`config.mk`:
```
export PLATFORM = sky130hd
export DESIGN_NAME = efsg_isqrt
export DESIGN_NICKNAME = d
export VERILOG_FILES = /design/src/design/efsg_pkg.sv /design/src/design/efsg_isqrt.sv
export SDC_FILE = /design/constraint.sdc
export NUM_CORES = 1
export LEC_CHECK = 0
export BUFFER_PORTS_ARGS = -buffer_cell sky130_fd_sc_hd__buf_2
export CORE_MARGIN = 2
export CORE_UTILIZATION = 60
export CTS_BUF_LIST = sky130_fd_sc_hd__clkbuf_2 sky130_fd_sc_hd__clkbuf_4 sky130_fd_sc_hd__clkbuf_8
export CTS_CLUSTER_DIAMETER = 100
export CTS_CLUSTER_SIZE = 40
export DETAILED_ROUTE_END_ITERATION = 10
export GPL_ROUTABILITY_DRIVEN = 0
export GPL_TIMING_DRIVEN = 0
export PLACE_DENSITY = 0.88
export REMOVE_ABC_BUFFERS = 1
export SLEW_MARGIN = 25
export SYNTH_ARGS = -nofsm -noshare
export SYNTH_HDL_FRONTEND = slang
export SYNTH_SLANG_ARGS = --single-unit
```
`constraint.sdc`:
```
create_clock -name clk -period 6.2 [get_ports clk]
set_input_delay 0.93 -clock clk [delete_from_list [all_inputs] [get_ports clk]]
set_output_delay 0.93 -clock clk [all_outputs]
set_load 0.005 [all_outputs]
```
`src/design/efsg_pkg.sv`:
```
`default_nettype none
package efsg_pkg;

  localparam int MAX_ROWS_DEF = 64;
  localparam int MAX_COLS_DEF = 64;
  localparam int PADDR_W      = 4;
  localparam int SQRT_STEPS   = 32;

  localparam logic [31:0] CELL_SIZE_RST = 32'd65536;
  localparam logic [6:0]  ROW_COUNT_RST = 7'd64;
  localparam logic [6:0]  COL_COUNT_RST = 7'd64;

  localparam logic [1:0] FUNC_LOAD  = 2'd0;
  localparam logic [1:0] FUNC_SOLVE = 2'd1;
  localparam logic [1:0] FUNC_READ  = 2'd2;

  localparam logic [1:0] REG_CELL_SIZE = 2'd0;
  localparam logic [1:0] REG_ROW_COUNT = 2'd1;
  localparam logic [1:0] REG_COL_COUNT = 2'd2;

  typedef struct packed {
    logic [1:0]         func;
    logic [11:0]        pixel_index;
    logic signed [31:0] elevation;
    logic [15:0]        slope;
  } in_item_t;

  typedef struct packed {
    logic signed [31:0] value;
    logic [15:0]        pass_count;
  } out_item_t;

  typedef enum logic [3:0] {
    ST_IDLE,
    ST_COPY,
    ST_GATHER,
    ST_FI,
    ST_DIFF,
    ST_SQF,
    ST_SQD,
    ST_RAD,
    ST_ROOT,
    ST_UPD,
    ST_PEND
  } state_t;

endpackage
`default_nettype wire

```
`src/design/efsg_isqrt.sv`:
```
`default_nettype none
module efsg_isqrt (
  input  wire logic        clk,
  input  wire logic        rst_n,
  input  wire logic        start,
  input  wire logic [63:0] radicand,
  output logic             done,
  output logic [31:0]      root
);

  localparam int CNT_W = $clog2(efsg_pkg::SQRT_STEPS);

  logic             run_r, run_nxt;
  logic             done_r, done_nxt;
  logic [CNT_W-1:0] cnt_r, cnt_nxt;
  logic [63:0]      x_r, x_nxt;
  logic [33:0]      rem_r, rem_nxt;
  logic [31:0]      root_r, root_nxt;
  logic [33:0]      rem_sh;
  logic [33:0]      trial;

  // one result bit per step, restoring
  always_comb begin
    run_nxt  = run_r;
    done_nxt = 1'b0;
    cnt_nxt  = cnt_r;
    x_nxt    = x_r;
    rem_nxt  = rem_r;
    root_nxt = root_r;
    rem_sh   = {rem_r[31:0], x_r[63:62]};
    trial    = {root_r, 2'b01};
    if (start) begin
      run_nxt  = 1'b1;
      cnt_nxt  = '0;
      x_nxt    = radicand;
      rem_nxt  = '0;
      root_nxt = '0;
    end else if (run_r) begin
      x_nxt = {x_r[61:0], 2'b00};
      if (rem_sh >= trial) begin
        rem_nxt  = rem_sh - trial;
        root_nxt = {root_r[30:0], 1'b1};
      end else begin
        rem_nxt  = rem_sh;
        root_nxt = {root_r[30:0], 1'b0};
      end
      cnt_nxt = cnt_r + CNT_W'(1);
      if (cnt_r == CNT_W'(efsg_pkg::SQRT_STEPS - 1)) begin
        run_nxt  = 1'b0;
        done_nxt = 1'b1;
      end
    end
  end

  always_ff @(posedge clk) begin
    if (!rst_n) begin
      run_r  <= 1'b0;
      done_r <= 1'b0;
      cnt_r  <= '0;
    end else begin
      run_r  <= run_nxt;
      done_r <= done_nxt;
      cnt_r  <= cnt_nxt;
    end
  end

  always_ff @(posedge clk) begin
    x_r    <= x_nxt;
    rem_r  <= rem_nxt;
    root_r <= root_nxt;
  end

  assign done = done_r;
  assign root = root_r;

endmodule
`default_nettype wire

```
==> run_results.csv <==
group,metric,value,unit
outcome,status,"finished clean",
worst_setup_path,r2r_slack,2280,ps
power_and_ir_drop,p_sw_frac,0.410,
worst_setup_path,worstPathRequired,6560,ps
synthesis,ys_ff_latch,135,
global_route,track_usage,0.254,
cells_and_area,drive_gt1_frac,0.252,
timing,rsz0062_at_grt,"no",
min_path,hold_depth,2,
timing,finalCritPeriodShare,0.632,
worst_setup_path,path_cells,"inv_1, ha_1, a2111oi_4, o21ai_1, a221oi_2, and3_1, nand3_2, a21oi_4, or2_1, nand2_1, a311oi_1",
power_and_ir_drop,power_switching,1530,uW
synthesis,synth_edf_count,64,
cells_and_area,fillers,866,
synthesis,synth_warnings,0,
global_route,grt_max_degree,69,
timing,finalSetupViolCount,0,
placed_design,hpwlAfterDp,11100,microns
power_and_ir_drop,clkPwrFrac,0.206,
timing,tns,0,ps
route,drt_wl_total,16200,microns
placed_design,place_area,8090,sq um
min_path,hp-start,"rem_r[19]$_SDFFE_PP0P_",
clocking,post_cts_buffers,0,
power_and_ir_drop,intPower,2200,uW
synthesis,mappedNetlistArea,7470,sq um
route,first_iter_violations,439,
die,core_region_area,12100,sq um
cells_and_area,diodes,0,
placed_design,io_buffer_count,99,
synthesis,async_flop_share,0,
route,num_vias,5877,
worst_setup_path,crit_buf_inv,1,
clocking,cts_tree,"built",
cells_and_area,syn_to_final_growth,13.9,%
synthesis,netlist_instances,736,
synthesis,synth_cell_type_count,61,
power_and_ir_drop,leakagePower,0.00352,uW
cells_and_area,final_nets,920,
die,dieArea,13400,sq um
route,wl_per_cell,16.2,microns
clocking,cts.sinks,135,
die,initial_core_util,0.619,
worst_setup_path,end_kind,"flop",
die,die_h,116,microns
job,drv_cap,0,
clocking,postCtsHoldBufs,0,
worst_setup_path,crit_type,"flop to flop",
route,drc,0,
global_route,grt_pass1_vias,5785,
die,ios,100,
power_and_ir_drop,total_power,3730,uW
synthesis,synth_ff_type,"dfxtp_1",
global_route,grt_pass1_wl,26700,microns
timing,slew_viol_final,0,
worst_setup_path,crit_family,"compound AO/OA/AOI/OAI gates",
power_and_ir_drop,seq_power_share,0.299,
timing,worst_pin_slew,983,ps
power_and_ir_drop,peakVddDrop,0.294,mV
min_path,hold_class,"flop to flop",
clocking,htreeDepth,4,
clocking,cts_buffers,17,
timing,fmax,255,MHz
timing,relSlewSlack,0.345,
timing,timing_hold_violations_final,0,
die,fp-row-count,40,
cells_and_area,finalInstanceArea,8500,sq um
worst_setup_path,r2r_cells,11,
clocking,clk_pin_slew_worst_paths,80,ps
cells_and_area,fin_util,0.705,
worst_setup_path,cp_max_fo,24,
synthesis,synth_top_area_share,0.257,
die,die_x,116,microns
synthesis,yosysSeqAreaShare,0.448,
min_path,min_to,"rem_r[19]$_SDFFE_PP0P_",
worst_setup_path,timing.rr.end,"rem_r[25]$_SDFFE_PP0P_",
global_route,antenna_found_initial,0,
timing,hold_slack,487,ps
power_and_ir_drop,powerDensity,439,nW/um^2
power_and_ir_drop,comb_power_share,0.495,
worst_setup_path,r2r-start,"root[23]$_SDFFE_PP0P_",
timing,period_minus_slack,3920,ps
worst_setup_path,slowest_delay,840,ps
clocking,cts-root-buf,"clkbuf_8",
synthesis,postSynthAreaPerCell,10.1,sq um
route,drtAntennaViolNets,0,
worst_setup_path,cp_slowest_cell,"or2_1",
synthesis,synth_area_leaders,"edfxtp_1 (26%), dfxtp_1 (19%), mux2_2 (9.5%)",
clocking,insertion_delay,460,ps
timing,fin_skew,18.9,ps
worst_setup_path,arrival,4280,ps
synthesis,yosysTopAreaCell,"edfxtp_1",
route,viasPerCell,5.89,
worst_setup_path,worst_setup_path_start_kind,"flop",
global_route,grt_overflow_total,0,
clocking,clockBufferDepth,2,
clocking,post_cts_resized,0,
route,dr.pass1.iters,7,
==> per-layer routing <==
metal | track usage | share of wire | vias up
met5 | 0 | 0 | -
met4 | 0.105 | 0.020 | 0
met3 | 0.0900 | 0.084 | 31
met2 | 0.410 | 0.47 | 249
met1 | 0.312 | 0.43 | 2757
li1 | - | - | 2840
==> final cells by class <==
type                            instances  area, sq um  share of cell area
Clock buffer                           18          241              0.0284
Clock inverter                         14          176              0.0207
Inverter                               40          153              0.0179
Multi-Input combinational cell        521         3800               0.447
Sequential cell                       135         3350               0.394
Tap cell                              168          210              0.0247
Timing Repair Buffer                  102          577              0.0678
==> Yosys cell counts, types with 3 or more instances <==
master / count
nand2_1: 50
buf_4: 3
mux2_2: 63
o22ai_1: 3
o21ai_0: 18
and3_1: 8
xnor2_1: 23
a211oi_1: 20
nand2b_1: 6
nor2_1: 76
clkbuf_1: 29
a21oi_1: 42
a31oi_1: 7
and2_1: 6
nand4_1: 8
a21o_1: 16
nand3_1: 14
dfxtp_1: 71
ha_1: 36
o21bai_1: 3
nor3_1: 15
nor2b_1: 6
xor2_1: 6
mux2i_1: 43
edfxtp_1: 64
buf_1: 3
buf_6: 3
nor4_1: 4
a311oi_1: 8
o211ai_1: 3
inv_1: 40
==> worst min-delay path: stages (launching register included) <==
cell	delay [ps]
dfxtp_1	330
nand2_1	60
a21oi_1	50
==> placed cells by master (no fill, tap or decap), types with 3 or more instances in the layout <==
cell,synthesis,routed
a211oi_1,20,20
a21o_1,16,16
a21oi_1,42,42
a311oi_1,8,8
a31oi_1,7,7
and2_1,6,6
and3_1,8,8
buf_2,1,98
bufinv_16,0,3
clkbuf_8,0,17
clkinv_4,0,4
clkinvlp_4,0,4
dfxtp_1,71,70
edfxtp_1,64,64
ha_1,36,36
inv_1,40,39
mux2_2,63,63
mux2i_1,43,43
nand2_1,50,50
nand2b_1,6,6
nand3_1,14,14
nand4_1,8,8
nor2_1,76,75
nor2b_1,6,6
nor3_1,15,15
nor4_1,4,4
o211ai_1,3,3
o21ai_0,18,18
o21bai_1,3,3
o22ai_1,3,3
xnor2_1,23,23
xor2_1,6,6
==> metrics by stage <==
stage               setup WS [ps]  std cells
floorplan                    1670        696
global placement              262        963
detailed placement           2340        966
CTS                          2310        998
global route                 1980        998
finish                       2280        998
==> state kept, by name, indices dropped and copies added (netlist names) <==
name   flops
cnt_r      5
done       1
rem_r     32
root      32
run_r      1
x_r       64
==> power by group through the flow <==
stage / Clock (uW) / Combinational, uW / Sequential [uW]
2_1_floorplan: 0 / 1390 / 1120
3_3_place_gp: 0 / 1720 / 1140
3_5_place_dp: 0 / 1780 / 1130
4_1_cts: 782 / 1800 / 1120
5_1_grt: 814 / 2010 / 1130
6_report: 769 / 1850 / 1120
==> worst max path at each step <==
stage | startpoint | end | slack (ps) | cells past startpoint
after floorplan | run_r$_SDFF_PN0_ | x_r[0]$_SDFFCE_PN0P_ | 1670 | 2
after global placement | run_r$_SDFF_PN0_ | x_r[62]$_DFFE_PP_ | 260 | 2
after detailed placement | root[23]$_SDFFE_PP0P_ | rem_r[25]$_SDFFE_PP0P_ | 2340 | 11
after CTS | root[23]$_SDFFE_PP0P_ | rem_r[25]$_SDFFE_PP0P_ | 2310 | 11
after global routing | root[23]$_SDFFE_PP0P_ | rem_r[25]$_SDFFE_PP0P_ | 1980 | 11
final | root[23]$_SDFFE_PP0P_ | rem_r[25]$_SDFFE_PP0P_ | 2280 | 11
==> cells by family after synthesis <==
| logic type | after synthesis | synth area share |
|---|---|---|
| simple gates | 205 | 0.127 |
| compound gates | 145 | 0.134 |
| flops | 135 | 0.448 |
| mux | 106 | 0.153 |
| buf+inv | 80 | 0.0451 |
| fa+ha+maj | 36 | 0.0603 |
| xor+xnor | 29 | 0.0340 |
Note: power is estimated with default switching activity, not from simulation.
